$ cat src/rtl/core/fsil_pkg.sv
// Package for the Fibonacci-sized indexed list: sizes, status and operation
// codes, and the control struct broadcast to the storage cells.
// No dependencies.
`default_nettype none
package fsil_pkg;

  localparam int DEPTH    = 64;
  localparam int CNT_W    = $clog2(DEPTH + 1);
  localparam int CW       = (CNT_W > 7) ? CNT_W : 7;
  localparam int WORD_W   = 32;
  localparam int CAP_W    = 8;
  localparam int IN_W     = 40;
  localparam int OUT_W    = 56;

  localparam logic [1:0] FUNC_PUSH   = 2'd0;
  localparam logic [1:0] FUNC_INSERT = 2'd1;
  localparam logic [1:0] FUNC_POP    = 2'd2;
  localparam logic [1:0] FUNC_REMOVE = 2'd3;

  localparam logic [1:0] ST_OK    = 2'd0;
  localparam logic [1:0] ST_RANGE = 2'd1;
  localparam logic [1:0] ST_UNDER = 2'd2;
  localparam logic [1:0] ST_FULL  = 2'd3;

  localparam logic [1:0] OP_HOLD = 2'd0;
  localparam logic [1:0] OP_INS  = 2'd1;
  localparam logic [1:0] OP_REM  = 2'd2;

  typedef struct packed {
    logic [1:0]        op;
    logic [CW-1:0]     idx;
    logic [CW-1:0]     cnt;
    logic [WORD_W-1:0] val;
  } cell_ctrl_t;

endpackage
`default_nettype wire

$ cat src/rtl/core/fsil_cell.sv
// One storage cell of the list: holds a word and takes a new one from the
// request, its lower neighbour or its upper neighbour. Uses fsil_pkg.
`default_nettype none
module fsil_cell (
  input  wire logic                      clk,
  input  wire fsil_pkg::cell_ctrl_t      ctrl,
  input  wire logic [fsil_pkg::CW-1:0]   pos,
  input  wire logic [fsil_pkg::WORD_W-1:0] lower,
  input  wire logic [fsil_pkg::WORD_W-1:0] upper,
  output logic [fsil_pkg::WORD_W-1:0]    word,
  output logic [fsil_pkg::WORD_W-1:0]    rd
);
  import fsil_pkg::*;

  logic [WORD_W-1:0] word_next;
  logic [CW-1:0]     pos_up;

  assign pos_up = pos + CW'(1);

  always_comb begin
    word_next = word;
    unique case (ctrl.op)
      OP_INS: begin
        if (pos == ctrl.idx) begin
          word_next = ctrl.val;
        end else if (pos > ctrl.idx && pos <= ctrl.cnt) begin
          word_next = lower;
        end
      end
      OP_REM: begin
        if (pos >= ctrl.idx && pos_up < ctrl.cnt) begin
          word_next = upper;
        end
      end
      default: word_next = word;
    endcase
  end

  // Contribution to the read-out OR: only the addressed cell shows its word.
  assign rd = (pos == ctrl.idx) ? word : '0;

  always_ff @(posedge clk) begin
    word <= word_next;
  end

endmodule
`default_nettype wire

$ cat config.mk
export PLATFORM = sky130hd
export DESIGN_NAME = fsil_cell
export DESIGN_NICKNAME = d
export VERILOG_FILES = /design/src/rtl/core/fsil_pkg.sv /design/src/rtl/core/fsil_cell.sv
export SDC_FILE = /design/constraint.sdc
export NUM_CORES = 1
export LEC_CHECK = 0
export BUFFER_PORTS_ARGS = -buffer_cell sky130_fd_sc_hd__clkbuf_2
export CAP_MARGIN = 5
export CORE_AREA = 5 5 81 83
export DETAILED_ROUTE_END_ITERATION = 10
export DIE_AREA = 0 0 86 88
export PLACE_DENSITY = 0.85
export SYNTH_ARGS = -nofsm -noshare
export SYNTH_HDL_FRONTEND = slang
export SYNTH_SLANG_ARGS = --single-unit
$ cat constraint.sdc
create_clock -name clk -period 13.1 [get_ports clk]
set_clock_uncertainty 0.1 [all_clocks]
set_input_delay 1.31 -clock clk [delete_from_list [all_inputs] [get_ports clk]]
set_output_delay 1.31 -clock clk [all_outputs]
set_load 0.005 [all_outputs]
==> impl_metrics.toml <==
[run_status]
run_status = "complete, no violations"

[timing]
relSlewSlack = 0.511
max_freq_mhz = 225
totalNegativeSetupSlack_ns = 0
holdWs_ns = 1.21
setup_slack_ns = 8.65
maxSlewViolCount = 0
finalCritPeriodShare = 0.340
final-setup-viol-count = 0
tightest_slew_ns = 0.733
hold_viol_final = 0
period_needed_ns = 4.45
rsz0062_at_grt = "no"

[global_route]
grt_use_total = 0.165
grt_overflow_total = 0
first_global_vias = 2377
met3_usage = 0.0357
antenna_found_initial = 0
grt_pass1_wl_mm = 10.2
grt_start_max_net_pins = 66
busiest_layer = "met2"
grt_use_met2 = 0.320
met1_usage = 0.184

[floorplan]
chipHeight_um = 88
ios = 184
core-area_um2 = 5780
rows = 28
dieArea_um2 = 7570
initial_core_util = 0.422
die_w_um = 86

[yosys]
synth.avg_cell_area_um2 = 9.72
syn-num-nets = 393
synth_top_area_share = 0.394
synth.distinct_cells = 33
ys_warn_count = 0
ys_seq_area_frac = 0.394
synth_top_flop_cell = "edfxtp_1"
syn_inst = 251
syn_area_um2 = 2440
synth-edff-count = 32
yosys-top-cells-area = "edfxtp_1 39%, mux2i_1 13%, ha_1 11%"
yosys.area.top_type = "edfxtp_1"
yosys_register_bits = 32
async_flop_share = 0

[placement]
dp_slack_ns = 8.65
hpwl_mm = 5.51
io_buffers = 183
gp_congestion = 0.834

[final_layout]
fillers = 526
nets = 572
drive_above_1_share = 0.453
largest_register = "word"
largest_reg_flops = 32
syn_to_final_growth_pct = 42.9
largest_registers = "word: 32 flops"
diodes = 0

[hold_path]
min-delay-path-class = "input port to flip-flop"

[flow_run]
cap_violations = 0

[clock_tree]
cts_sinks = 32
cts_resized = 0
cts_hold_buf = 0
cts_tree = "built"
clk_pin_slew_ns = 0.07
cts-root-buf = "clkbuf_8"
htree_num_levels = 2
numCtsBuffers = 5
cts_setup_buffers = 0
clockBufferDepth = 2

[worst_setup_path]
critPathRequiredTime_ns = 11.69
end_kind = "output pin"
cp.arrival_ns = 3.04
cp-start-kind = "input port"
crit_type = "input port to output pin"
crit_fanout = 65

[pwr]
ir_worst_vdd_mv = 0.0387
p_leak_nw = 1.69
p_total_w = 0.000264
power_density_nw_per_um2 = 75.7

[drt]
vias_per_cell = 4.79
antenna_left = 0
wirelength_mm = 6.58
post_drt_wl_per_cell_um = 13.0
drt_iter0_markers = 30
drc = 0
num_vias = 2421
drt_first_pass_iters = 4
through the flow:
stage,area [um2],util,cells
after global routing,3490,0.603,505
after CTS,3490,0.603,505
after floorplan,2440,-,251
final,3490,0.603,505
after global placement,3410,0.590,498
after detailed placement,3410,0.590,498
path summary, 6_finish.rpt:
| check | to | slack (ns) | startpoint | cells past startpoint |
|---|---|---|---|---|
| worst min-delay path | word[19] | 1.21 | upper[19] | 3 |
| worst max-delay path | rd[17] | 8.65 | pos[4] | 7 |
synth_stat cells (2+ instances only):
master,n
nor2_1,2
and2_1,32
a21o_1,3
a21oi_1,7
nand3_1,6
ha_1,22
edfxtp_1,32
inv_1,13
o21ai_0,14
nand2_1,36
o21ai_1,18
nand4_1,2
nand2b_1,2
mux2i_1,32
clkbuf_1,9
xnor2_1,4
layout by cell type, fill, tap and decap left out:
master     instances
a21oi_1            7
ha_1              22
xnor2_1            4
and3_1             1
a211o_1            1
o21ai_0           14
o21ai_1           18
nor2_4             1
clkbuf_1           1
o221ai_1           1
o21a_1             1
nand4_1            2
nor2b_4            1
mux2i_1           32
xor2_1             1
buf_4              3
a21o_1             3
edfxtp_1          32
a221oi_4           1
nor2_1             2
clkbuf_8           5
nand2b_1           2
o2111ai_1          1
nor3_1             1
nand3_1            6
clkbuf_2         183
nand2_1           36
clkinv_2           1
nand3b_1           1
a211oi_1           1
inv_1             13
and2_1            32
critical path: stages:
cell	delay (ns)
clkbuf_2	0.11
ha_1	0.31
nand4_1	0.19
nor2_4	0.14
buf_4	0.58
and2_1	0.23
clkbuf_2	0.12
per-layer routing:
layer	share of wire	wire, um	vias up
met5	0	0	-
met4	0.0061	40	0
met3	0.077	505	4
met2	0.55	3610	95
met1	0.37	2430	1079
li1	-	-	1243
logic make-up after synthesis:
family | Yosys count | share of synthesized area
compound gates | 48 | 0.110
xor+xnor | 5 | 0.0180
fa+ha+maj | 22 | 0.113
buf+inv | 27 | 0.0580
flops | 32 | 0.394
mux | 32 | 0.131
simple gates | 85 | 0.176
power breakdown:
part	internal [W]	switching, W	leakage (nW)
combinational	0.0000337	0.0000319	1.36
sequential	0.000126	0.00000456	0.289
clock	0.0000360	0.0000322	0.0410
area by class of cell:
| class | count | area (um2) | share of cell area |
|---|---|---|---|
| clock buffer | 6 | 72.6 | 0.0208 |
| tap | 75 | 93.8 | 0.0269 |
| timing repair buffer | 186 | 938 | 0.269 |
| sequential | 32 | 961 | 0.276 |
| clock inverter | 1 | 5.00 | 0.00144 |
| inverter | 13 | 48.8 | 0.0140 |
| multi-input combinational | 192 | 1370 | 0.392 |
Note: power is estimated with default switching activity, not from simulation.
