[config.mk]
export PLATFORM = sky130hd
export DESIGN_NAME = fsil_out_fifo
export DESIGN_NICKNAME = d
export VERILOG_FILES = /design/src/rtl/core/fsil_pkg.sv /design/src/rtl/core/fsil_out_fifo.sv
export SDC_FILE = /design/constraint.sdc
export NUM_CORES = 1
export LEC_CHECK = 0
export BUFFER_PORTS_ARGS = -buffer_cell sky130_fd_sc_hd__buf_2
export CORE_UTILIZATION = 35
export DETAILED_ROUTE_END_ITERATION = 6
export PLACE_DENSITY_LB_ADDON = 0.15
export SLEW_MARGIN = 20
export SYNTH_ARGS = -nofsm -noshare
export SYNTH_HDL_FRONTEND = slang
export SYNTH_SLANG_ARGS = --single-unit
[constraint.sdc]
create_clock -name clk -period 7.6 [get_ports clk]
set_clock_uncertainty 0.05 [all_clocks]
set_input_delay 1.14 -clock clk [delete_from_list [all_inputs] [get_ports clk]]
set_output_delay 1.14 -clock clk [all_outputs]
set_load 0.005 [all_outputs]
[src/rtl/core/fsil_pkg.sv]
// Package for the Fibonacci-sized indexed list: sizes, status and operation
// codes, and the control struct broadcast to the storage cells.
// No dependencies.
`default_nettype none
package fsil_pkg;

  localparam int DEPTH    = 64;
  localparam int CNT_W    = $clog2(DEPTH + 1);
  localparam int CW       = (CNT_W > 7) ? CNT_W : 7;
  localparam int WORD_W   = 32;
  localparam int CAP_W    = 8;
  localparam int IN_W     = 40;
  localparam int OUT_W    = 56;

  localparam logic [1:0] FUNC_PUSH   = 2'd0;
  localparam logic [1:0] FUNC_INSERT = 2'd1;
  localparam logic [1:0] FUNC_POP    = 2'd2;
  localparam logic [1:0] FUNC_REMOVE = 2'd3;

  localparam logic [1:0] ST_OK    = 2'd0;
  localparam logic [1:0] ST_RANGE = 2'd1;
  localparam logic [1:0] ST_UNDER = 2'd2;
  localparam logic [1:0] ST_FULL  = 2'd3;

  localparam logic [1:0] OP_HOLD = 2'd0;
  localparam logic [1:0] OP_INS  = 2'd1;
  localparam logic [1:0] OP_REM  = 2'd2;

  typedef struct packed {
    logic [1:0]        op;
    logic [CW-1:0]     idx;
    logic [CW-1:0]     cnt;
    logic [WORD_W-1:0] val;
  } cell_ctrl_t;

endpackage
`default_nettype wire

[src/rtl/core/fsil_out_fifo.sv]
// Two-entry result queue between the list logic and the output stream.
// Uses fsil_pkg.
`default_nettype none
module fsil_out_fifo (
  input  wire logic                       clk,
  input  wire logic                       rst,
  input  wire logic                       push,
  input  wire logic [fsil_pkg::OUT_W-1:0] din,
  output logic                            room,
  output logic                            m_tvalid,
  input  wire logic                       m_tready,
  output logic [fsil_pkg::OUT_W-1:0]      m_tdata
);
  import fsil_pkg::*;

  logic [OUT_W-1:0] q0;
  logic [OUT_W-1:0] q1;
  logic [1:0]       fill;
  logic             pop;

  assign pop      = m_tvalid && m_tready;
  assign m_tvalid = (fill != 2'd0);
  assign m_tdata  = q0;
  assign room     = (fill != 2'd2);

  always_ff @(posedge clk) begin
    if (rst) begin
      fill <= 2'd0;
    end else begin
      unique case (fill)
        2'd0: if (push) begin
          fill <= 2'd1;
        end
        2'd1: if (push && !pop) begin
          fill <= 2'd2;
        end else if (!push && pop) begin
          fill <= 2'd0;
        end
        2'd2: if (pop) begin
          fill <= 2'd1;
        end
        default: fill <= 2'd0;
      endcase
    end
  end

  always_ff @(posedge clk) begin
    unique case (fill)
      2'd0: if (push) begin
        q0 <= din;
      end
      2'd1: if (push && pop) begin
        q0 <= din;
      end else if (push) begin
        q1 <= din;
      end
      2'd2: if (pop) begin
        q0 <= q1;
      end
      default: q0 <= q0;
    endcase
  end

endmodule
`default_nettype wire

==> results of run 1 <==
## registers in the layout (all words and copies together), names as in the netlist
| name | flops |
|---|---|
| fill | 2 |
| m_tdata | 56 |
| q1 | 56 |
## per-layer routing
metal	wire, um	GRT usage
met5	0	0
met4	108	0.0701
met3	587	0.0569
met2	3270	0.180
met1	3410	0.146
## worst reg2reg max path, delay by kind of cell (launching register included)
kind | cells | cell delay, ns
buffers and inverters | 1 | 0.58
DFF | 1 | 0.41
and+or+nand+nor | 4 | 0.83
adders and majority gates | 1 | 0.14
## logic make-up after synthesis
group           share of synthesized area
compound gates                    0.00371
fa+ha+maj                         0.00856
buf+inv                            0.0223
flops                               0.776
mux                                 0.173
simple gates                       0.0163
## metrics by stage
| step | power (mW) | hold slack (ns) | instances | setup WS (ns) |
|---|---|---|---|---|
| 5_1_grt | 1.60 | 0.503 | 505 | 4.99 |
| 3_3_place_gp | 0.873 | 0.480 | 477 | 4.70 |
| 3_5_place_dp | 0.874 | 0.480 | 477 | 4.65 |
| 2_1_floorplan | 0.822 | 0.473 | 196 | 1.62 |
| 6_report | 1.54 | 0.491 | 505 | 5.08 |
| 4_1_cts | 1.56 | 0.494 | 505 | 5.05 |
## Yosys cell counts
library cell                count  area (sq um)
sky130_fd_sc_hd__nand2_1        2          7.51
sky130_fd_sc_hd__o22ai_1        1          6.26
sky130_fd_sc_hd__o21ai_0        1          5.00
sky130_fd_sc_hd__or3b_2         1          8.76
sky130_fd_sc_hd__edfxtp_1     112          3360
sky130_fd_sc_hd__mux2_2        27           304
sky130_fd_sc_hd__buf_12         3          60.1
sky130_fd_sc_hd__nand4bb_1      1          11.3
sky130_fd_sc_hd__and2_1         1          6.26
sky130_fd_sc_hd__dfxtp_1        2          40.0
sky130_fd_sc_hd__nand3b_1       1          7.51
sky130_fd_sc_hd__nor2_1         1          3.75
sky130_fd_sc_hd__inv_1          1          3.75
sky130_fd_sc_hd__a21oi_1        1          5.00
sky130_fd_sc_hd__or2_2          2          12.5
sky130_fd_sc_hd__buf_4          3          22.5
sky130_fd_sc_hd__mux2i_1        2          20.0
sky130_fd_sc_hd__ha_1           3          37.5
sky130_fd_sc_hd__mux2_4        29           435
sky130_fd_sc_hd__buf_6          1          11.3
sky130_fd_sc_hd__nor2b_4        1          13.8
## area by class of cell
| class | count | area [sq um] |
|---|---|---|
| fill | 1110 | 6480 |
| sequential | 114 | 3400 |
| multi-input combinational | 74 | 903 |
| timing repair buffer | 120 | 608 |
| clock buffer | 18 | 429 |
| tap | 168 | 210 |
| clock inverter | 10 | 72.6 |
| inverter | 1 | 3.75 |
## where the power goes
group / total [mW] / switching, mW / internal, mW
registers: 0.753 / 0.0103 / 0.743
logic: 0.107 / 0.0534 / 0.0537
clock network: 0.679 / 0.246 / 0.432
total: 1.54 / 0.310 / 1.23
## worst paths after layout
check        slack, ns  cells past startpoint     from           to
min reg2reg       0.49                      1   q1[14]  m_tdata[14]
max               5.08                      3  fill[1]         room
max reg2reg       5.19                      6  fill[1]       q1[51]
min               0.49                      1   q1[14]  m_tdata[14]
==> summary.txt, run 1 <==
Status
  – Run status: completed

Clocking
  – Clock transition at path regs: ~0.05 ns
  – Clock tree root driver cell: sky130_fd_sc_hd__clkbuf_16
  – TritonCTS clock tree: built
  – Latest clock arrival within the worst-skew pair: 0.40 ns
  – Htree depth: 4
  – CTS Buffer Depth: 2
  – Number of setup buffers added after CTS: 0
  – Total of cells resized after clock tree synthesis: 0
  – Number of sinks handled by clock tree synthesis: 114
  – CTS Buf Count: 17
  – Post-CTS Hold Fix Bufs: 0

STA
  – Final hold violation count: 0
  – Final-report setup violation count: 0
  – Worst-margin pin slew: ~0.9 ns
  – Min Clock Period, post-route: 2.52 ns
  – Tightest slew margin relative to the limit: 0.400
  – Highest attainable clock frequency: 0.396 GHz
  – Unrepaired setup endpoints after global routing: false
  – Period utilization: 0.332
  – Final Max Tran Viols: 0
  – Setup TNS after final layout: 0 ns

Route
  – Average detailed-routed wire length per instance: 14.6 um
  – DRC: 0
  – Routed via count divided by cell count: 4.34
  – DRT Pass-1 Iters: 4
  – Vias after detailed routing: 2193
  – Routed wire length: 7380 um
  – Number of routed nets with antenna violations: 0
  – Number of DRC markers in iteration 0: 74

Die
  – Die Span Y: 114 um
  – Overall die area: between 10000 and 15000 sq um
  – Initial Utilization: 0.362
  – Number of top-level pins: approximately 120
  – Width of the chip: 114 um
  – Area of the core: around 12000 sq um
  – Std cell rows: 40

Layout
  – Most common cell after layout, fill and taps aside: sky130_fd_sc_hd__buf_2
  – Proportion of layout cells with a drive suffix above 1: 0.608
  – Layout area overhead: 28.4%
  – Final layout net count: approximately 390
  – Finished layout cell area: about 5600 sq um
  – Antenna fix cells: 0
  – Commonest non-fill, non-tap cells in the layout: sky130_fd_sc_hd__buf_2 (117), sky130_fd_sc_hd__edfxtp_1 (112), sky130_fd_sc_hd__mux2_4 (29)
  – Post-layout util: 0.465

Yosys
  – Part of the Yosys area used for sequential elements: 0.776
  – Nets in the synthesized netlist: between 200 and 300
  – Post-synthesis instance total: 196
  – Yosys synthesis warning count: 0
  – Cell Area, Synth: between 4000 and 5000 sq um
  – Mean cell area of the mapped netlist: around 22 sq um
  – Post-synthesis cell type count: 21
  – FF+latch count, synth: 114

Power
  – Leakage dissipation: roughly 2.1 nW
  – Total power divided by cell area: roughly 270 nW/um^2
  – Worst ir drop on vdd: 114 uV

Placement
  – Total half-perimeter wirelength after legalization and detailed placement: 4530 um
  – Cell area after placement: 5130 sq um
  – RD Place Congestion: 0.702
  – IO Port Bufs: about 120

Global route
  – Number of global-route vias before repair: 2199
  – Total congestion overflow: 0
  – GR Util All Layers: 0.122
  – Global-route wire length before repair: 11400 um
  – Maximum number of pins on one net before global-route repair: 57
  – Number of antenna violations at the first check in global routing: 0

Critical path
  – Cell type of the slowest stage on the worst timing path: sky130_fd_sc_hd__dfxtp_1
  – Critical path cell sequence: nor2b_4 -> inv_1 -> buf_2
  – Req. time, crit path: 6.41 ns
  – Gate family responsible for the most delay along the worst path: flip-flops
  – Crit-path max FO: 8
  – Critical Setup Path Class: reg -> out
  – Critical Path AT: 1.33 ns
  – Type of element launching the critical path: flop
  – Sort of element at the end of the critical path: output port
  – Delay of the slowest critical-path stage: 0.54 ns
  – Buffers & Inverters on Critical Path: 2

Hold path
  – Type of the most critical hold path: reg -> reg

Job
  – Max-cap violation count: 0
Power figures use the tool's default switching activity.
==> run 2: changes to the inputs <==
- clock period: 7.6 -> 2.05 ns (I/O delays scaled with it)
==> summary.txt, run 2 (synthesis results as in run 1) <==
Route
  – Routed via count divided by cell count: 4.33 (-0.33%)
  – Number of routed nets with antenna violations: 0 (unchanged)
  – DRT Pass-1 Iters: 5 (+1)
  – DRC: 0 (unchanged)
  – M1 WL: 3410 um (-0.15%)
  – Highest Signal Layer: met4
  – Detail Route met2 WL: 3550 um (+8.5%)
  – Detailed-routed wire length on met3: 564 um (-3.9%)
  – Routed wire length: 7700 um (+4.3%)
  – Average detailed-routed wire length per instance: 15.0 um (+2.8%)
  – Number of DRC markers in iteration 0: 147 (+99%)
  – Vias after detailed routing: 2216 (+1.0%)

Layout
  – Final layout net count: 395 (+1.0%)
  – Most common cell after layout, fill and taps aside: sky130_fd_sc_hd__buf_2
  – Proportion of layout cells with a drive suffix above 1: 0.616 (+0.00797)
  – Antenna fix cells: 0 (unchanged)
  – Commonest non-fill, non-tap cells in the layout: sky130_fd_sc_hd__buf_2 (117), sky130_fd_sc_hd__edfxtp_1 (112), sky130_fd_sc_hd__mux2_4 (29)
  – Number of filler instances in the final layout: 1098 (-1.1%)
  – Layout area overhead: 30.6%

STA
  – Worst-margin pin slew: 0.290 ns (-0.610 ns)
  – Setup TNS after final layout: 0 ns (unchanged)
  – Worst setup slack after layout: 0.171 ns (-4.91 ns)
  – Min Clock Period, post-route: about 1.9 ns
  – Final-report setup violation count: 0 (unchanged)
  – Final Max Tran Viols: 0 (unchanged)
  – Hold slack final: 0.0283 ns (-0.462 ns)
  – Tightest slew margin relative to the limit: 0.807 (+0.406)
  – Unrepaired setup endpoints after global routing: false
  – Final hold violation count: 0 (unchanged)
  – Highest attainable clock frequency: 0.532 GHz
  – Period utilization: 0.917

Placement
  – Total half-perimeter wirelength after legalization and detailed placement: 5020 um (+11%)
  – IO Port Bufs: 117 (unchanged)
  – DP Worst Slack: 0.218 ns (-4.44 ns)
  – RD Place Congestion: 0.684 (-2.6%)

Global route
  – Number of global-route vias before repair: 2178 (-0.95%)
  – Global-route wire length before repair: 11600 um (+2.6%)
  – Total congestion overflow: 0 (unchanged)
  – Maximum number of pins on one net before global-route repair: 39 (-32%)
  – GR Util All Layers: 0.127 (+0.00493)
  – Number of antenna violations at the first check in global routing: 0 (unchanged)

Die
  – Std cell rows: 40 (unchanged)
  – Area of the core: 12100 sq um (unchanged)
  – Width of the chip: 114 um (unchanged)
  – Number of top-level pins: 118 (unchanged)
  – Initial Utilization: 0.362 (unchanged)
  – Die Span Y: 114 um (unchanged)
  – Overall die area: 13000 sq um (unchanged)

Critical path
  – Type of element launching the critical path: flop
  – Critical Setup Path Class: reg -> out
  – Delay of the slowest critical-path stage: 0.43 ns (-0.11 ns)
  – Sort of element at the end of the critical path: output port
  – Gate family responsible for the most delay along the worst path: buffers and inverters
  – Critical path cell sequence: nor2b_4 -> buf_12 -> inv_1 -> buf_2
  – Crit-path max FO: 38 (+30)
  – Cell type of the slowest stage on the worst timing path: sky130_fd_sc_hd__dfxtp_2
  – Buffers & Inverters on Critical Path: 3 (+1)
  – Req. time, crit path: 1.69 ns (-4.72 ns)
  – Critical Path AT: 1.52 ns (+0.19 ns)

Clocking
  – Total of cells resized after clock tree synthesis: 0 (unchanged)
  – Clock transition at path regs: 0.05 ns (about the same)
  – CTS Buf Count: 17 (unchanged)
  – Post-CTS Hold Fix Bufs: 0 (unchanged)
  – Number of sinks handled by clock tree synthesis: 114 (unchanged)
  – CTS Buffer Depth: 2 (unchanged)
  – Htree depth: 4 (unchanged)
  – Number of setup buffers added after CTS: 0 (unchanged)
  – Clock tree root driver cell: sky130_fd_sc_hd__clkbuf_16
  – Latest clock arrival within the worst-skew pair: 0.41 ns (about the same)
  – TritonCTS clock tree: built

Status
  – Run status: completed

Power
  – Total power divided by cell area: 1000 nW/um^2 (+270%)
  – Leakage dissipation: 2.18 nW (+1.8%)
  – Worst ir drop on vdd: 525 uV (+360%)

Hold path
  – Type of the most critical hold path: in -> reg

Job
  – Max-cap violation count: 0 (unchanged)
## run 2: cell count changes in the layout (fill, tap and decap cells not counted), sizes merged
cell	delta
buf	+4
clkbuf	+3
clkinvlp	-1
clkinv	+1
## run 2: worst paths after layout
path                            cells past startpoint          end     from  slack, ns
worst max-delay path                                4         room  fill[1]       0.17
worst max register to register                      6   m_tdata[8]  fill[1]       0.24
worst min register to register                      1  m_tdata[22]   q1[22]       0.49
worst min-delay path                                2      fill[1]      rst       0.03
## run 2: final cells by class
| type | instances | area [sq um] | area share |
|---|---|---|---|
| sequential | 114 | 3400 | 0.594 |
| multi-input combinational | 74 | 925 | 0.161 |
| tap | 168 | 210 | 0.0367 |
| inverter | 1 | 3.75 | 0.000655 |
| timing repair buffer | 124 | 676 | 0.118 |
| clock buffer | 21 | 440 | 0.0769 |
| clock inverter | 10 | 68.8 | 0.0120 |
## run 2: per-stage QoR
stage,utilization,std cells,cell area (sq um),power [mW]
after floorplan,-,196,4430,3.04
after detailed placement,0.431,481,5220,3.27
after global placement,0.431,481,5220,3.26
final,0.473,512,5730,5.75
after global routing,0.473,512,5730,5.99
after CTS,0.473,512,5730,5.84
## run 2: report_power, final
group,switching (mW),internal [mW]
clock,0.917,1.62
combinational,0.208,0.221
sequential,0.0352,2.75
## run 2: layer usage
| layer | global-route usage | vias to the layer above |
|---|---|---|
| met5 | 0 | - |
| met2 | 0.181 | 90 |
| met3 | 0.0675 | 18 |
| li1 | - | 1048 |
| met1 | 0.154 | 1060 |
| met4 | 0.0684 | 0 |
==> run 3: changes to the inputs <==
- BUFFER_PORTS_ARGS: -buffer_cell sky130_fd_sc_hd__buf_2 -> default
- CORE_UTILIZATION: 35 -> 32
- DONT_BUFFER_PORTS: default -> 1
==> summary.txt, run 3 (synthesis results as in run 1) <==
Critical path
  – Req. time, crit path: 2.09 ns (+0.40 ns)
  – Sort of element at the end of the critical path: flop
  – Type of element launching the critical path: flop
  – Critical Path AT: 1.82 ns (+0.30 ns)
  – Start of the worst register-to-register path: fill[1]
  – Launching instance or port of the critical path: fill[1]
  – Crit-path max FO: 17 (-55%)
  – Critical Setup Path Class: reg -> reg

STA
  – Worst-margin pin slew: 0.241 ns (-0.0492 ns)
  – Final Max Tran Viols: 0 (unchanged)
  – Setup TNS after final layout: 0 ns (unchanged)
  – Highest attainable clock frequency: 0.560 GHz (+5.2%)
  – Min Clock Period, post-route: 1.79 ns (-0.0931 ns)
  – Final-report setup violation count: 0 (unchanged)
  – Unrepaired setup endpoints after global routing: false
  – Tightest slew margin relative to the limit: 0.839 (+0.0328)
  – Final hold violation count: 0 (unchanged)
  – Period utilization: 0.871 (-0.0454)

Hold path
  – Type of the most critical hold path: in -> reg
  – Origin of the worst min-delay path: m_tready

Global route
  – Global-route wire length before repair: 12600 um (+8.1%)
  – Total congestion overflow: 0 (unchanged)
  – Maximum number of pins on one net before global-route repair: 40 (+2.6%)
  – Number of antenna violations at the first check in global routing: 0 (unchanged)
  – Number of global-route vias before repair: 2255 (+3.5%)
  – GR Util All Layers: 0.123 (-0.00367)

Route
  – Detailed-routed wire length on met3: 766 um (+36%)
  – Routed wire length: 7990 um (+3.8%)
  – Number of DRC markers in iteration 0: 123 (-16%)
  – DRC: 0 (unchanged)
  – DRT Pass-1 Iters: 4 (-1)
  – M1 WL: 3150 um (-7.7%)
  – Number of routed nets with antenna violations: 0 (unchanged)
  – Highest Signal Layer: met4
  – Average detailed-routed wire length per instance: 17.4 um (+16%)
  – Detail Route met2 WL: 3920 um (+10%)
  – Vias after detailed routing: 2006 (-9.5%)
  – Routed via count divided by cell count: 4.36 (+0.76%)

Clocking
  – TritonCTS clock tree: built
  – CTS Buf Count: 17 (unchanged)
  – Clock transition at path regs: 0.05 ns (about the same)
  – Number of setup buffers added after CTS: 0 (unchanged)
  – Latest clock arrival within the worst-skew pair: 0.41 ns (about the same)
  – CTS Buffer Depth: 2 (unchanged)
  – Htree depth: 4 (unchanged)
  – Clock tree root driver cell: sky130_fd_sc_hd__clkbuf_16
  – Number of sinks handled by clock tree synthesis: 114 (unchanged)

Die
  – Number of top-level pins: 118 (unchanged)
  – Initial Utilization: 0.330 (-0.0322)
  – Area of the core: 13300 sq um (+9.8%)
  – Width of the chip: 119 um (+4.5%)
  – Die Span Y: 119 um (+4.5%)
  – Overall die area: 14200 sq um (+9.2%)
  – Std cell rows: 42 (+5.0%)

Power
  – Leakage dissipation: 1.96 nW (-10%)
  – Total power divided by cell area: 979 nW/um^2 (-2.5%)
  – Worst ir drop on vdd: 444 uV (-15%)

Layout
  – Layout area overhead: 30.5% (about the same)
  – Antenna fix cells: 0 (unchanged)
  – Proportion of layout cells with a drive suffix above 1: 0.338 (-0.278)
  – Non-filler instance count after layout: 460 (-10%)
  – Commonest non-fill, non-tap cells in the layout: sky130_fd_sc_hd__edfxtp_1 (112), sky130_fd_sc_hd__dlygate4sd3_1 (57), sky130_fd_sc_hd__mux2_4 (29)
  – Post-layout util: 0.431 (-0.0424)
  – Finished layout cell area: 5720 sq um (about the same)
  – Final layout net count: 335 (-15%)
  – Most common cell after layout, fill and taps aside: sky130_fd_sc_hd__edfxtp_1

Placement
  – RD Place Congestion: 0.655 (-4.3%)
  – IO Port Bufs: 0 (-100%)
  – Total half-perimeter wirelength after legalization and detailed placement: 4650 um (-7.4%)
  – Cell area after placement: 4670 sq um (-11%)
  – Total instance count after detailed placement: 372 (-23%)

Status
  – Run status: completed

Job
  – Max-cap violation count: 0 (unchanged)
## run 3: cell types whose count changed in the layout (fill, tap and decap cells not counted), sizes merged
| cell | before | now |
|---|---|---|
| buf | 124 | 7 |
| bufinv | 1 | 0 |
| dlygate4sd3 | 0 | 57 |
| clkinv | 9 | 10 |
## run 3: worst max-delay path, cell delays in order (launching register included)
cell and delay [ns]:
sky130_fd_sc_hd__dfxtp_2 0.43, sky130_fd_sc_hd__or2_4 0.17, sky130_fd_sc_hd__and2_4 0.14, sky130_fd_sc_hd__ha_4 0.12, sky130_fd_sc_hd__mux2i_2 0.07, sky130_fd_sc_hd__o21ai_4 0.18
sky130_fd_sc_hd__buf_4 0.29
## run 3: area by class of cell
class / instances / area [sq um]
multi-input cells: 74 / 925
fillers: 1191 / 7570
clock inverters: 10 / 45.0
well taps: 176 / 220
repair buffers: 64 / 686
inverters: 1 / 3.75
flip-flops and latches: 114 / 3400
clock buffers: 21 / 440
## run 3: stage by stage
step	total power, mW	worst slack, ns	hold slack [ns]
2_1_floorplan	3.04	-0.267	0.319
3_3_place_gp	3.13	0.291	0.322
3_5_place_dp	3.13	0.255	0.326
4_1_cts	5.69	0.220	0.00874
5_1_grt	5.84	0.149	0.0275
6_report	5.60	0.264	0.0386
## run 3: final timing paths
kind	endpoint	slack, ns	depth (start not counted)
setup / recovery	m_tdata[14]	0.26	6
hold / removal	fill[1]	0.04	2
setup reg to reg	m_tdata[14]	0.26	6
hold reg to reg	m_tdata[19]	0.49	1
## run 3: routing by layer
metal / GRT usage / up-vias
li1: - / 930
met1: 0.137 / 982
met2: 0.186 / 83
met3: 0.0675 / 11
met4: 0.0688 / 0
met5: 0 / -
## run 3: power breakdown
group / switching [mW] / leakage [nW] / internal (mW) / total [mW]
combinational: 0.145 / 0.649 / 0.199 / 0.345
sequential: 0.0654 / 1.07 / 2.75 / 2.82
clock: 0.942 / 0.244 / 1.50 / 2.44
total: 1.15 / 1.96 / 4.45 / 5.60
## run 3: repair_timing
| action | in CTS | in global routing |
|---|---|---|
| endpoints found under the hold margin | 58 | 0 |
| hold buffers | 57 | 0 |
| resized for setup | 0 | 0 |
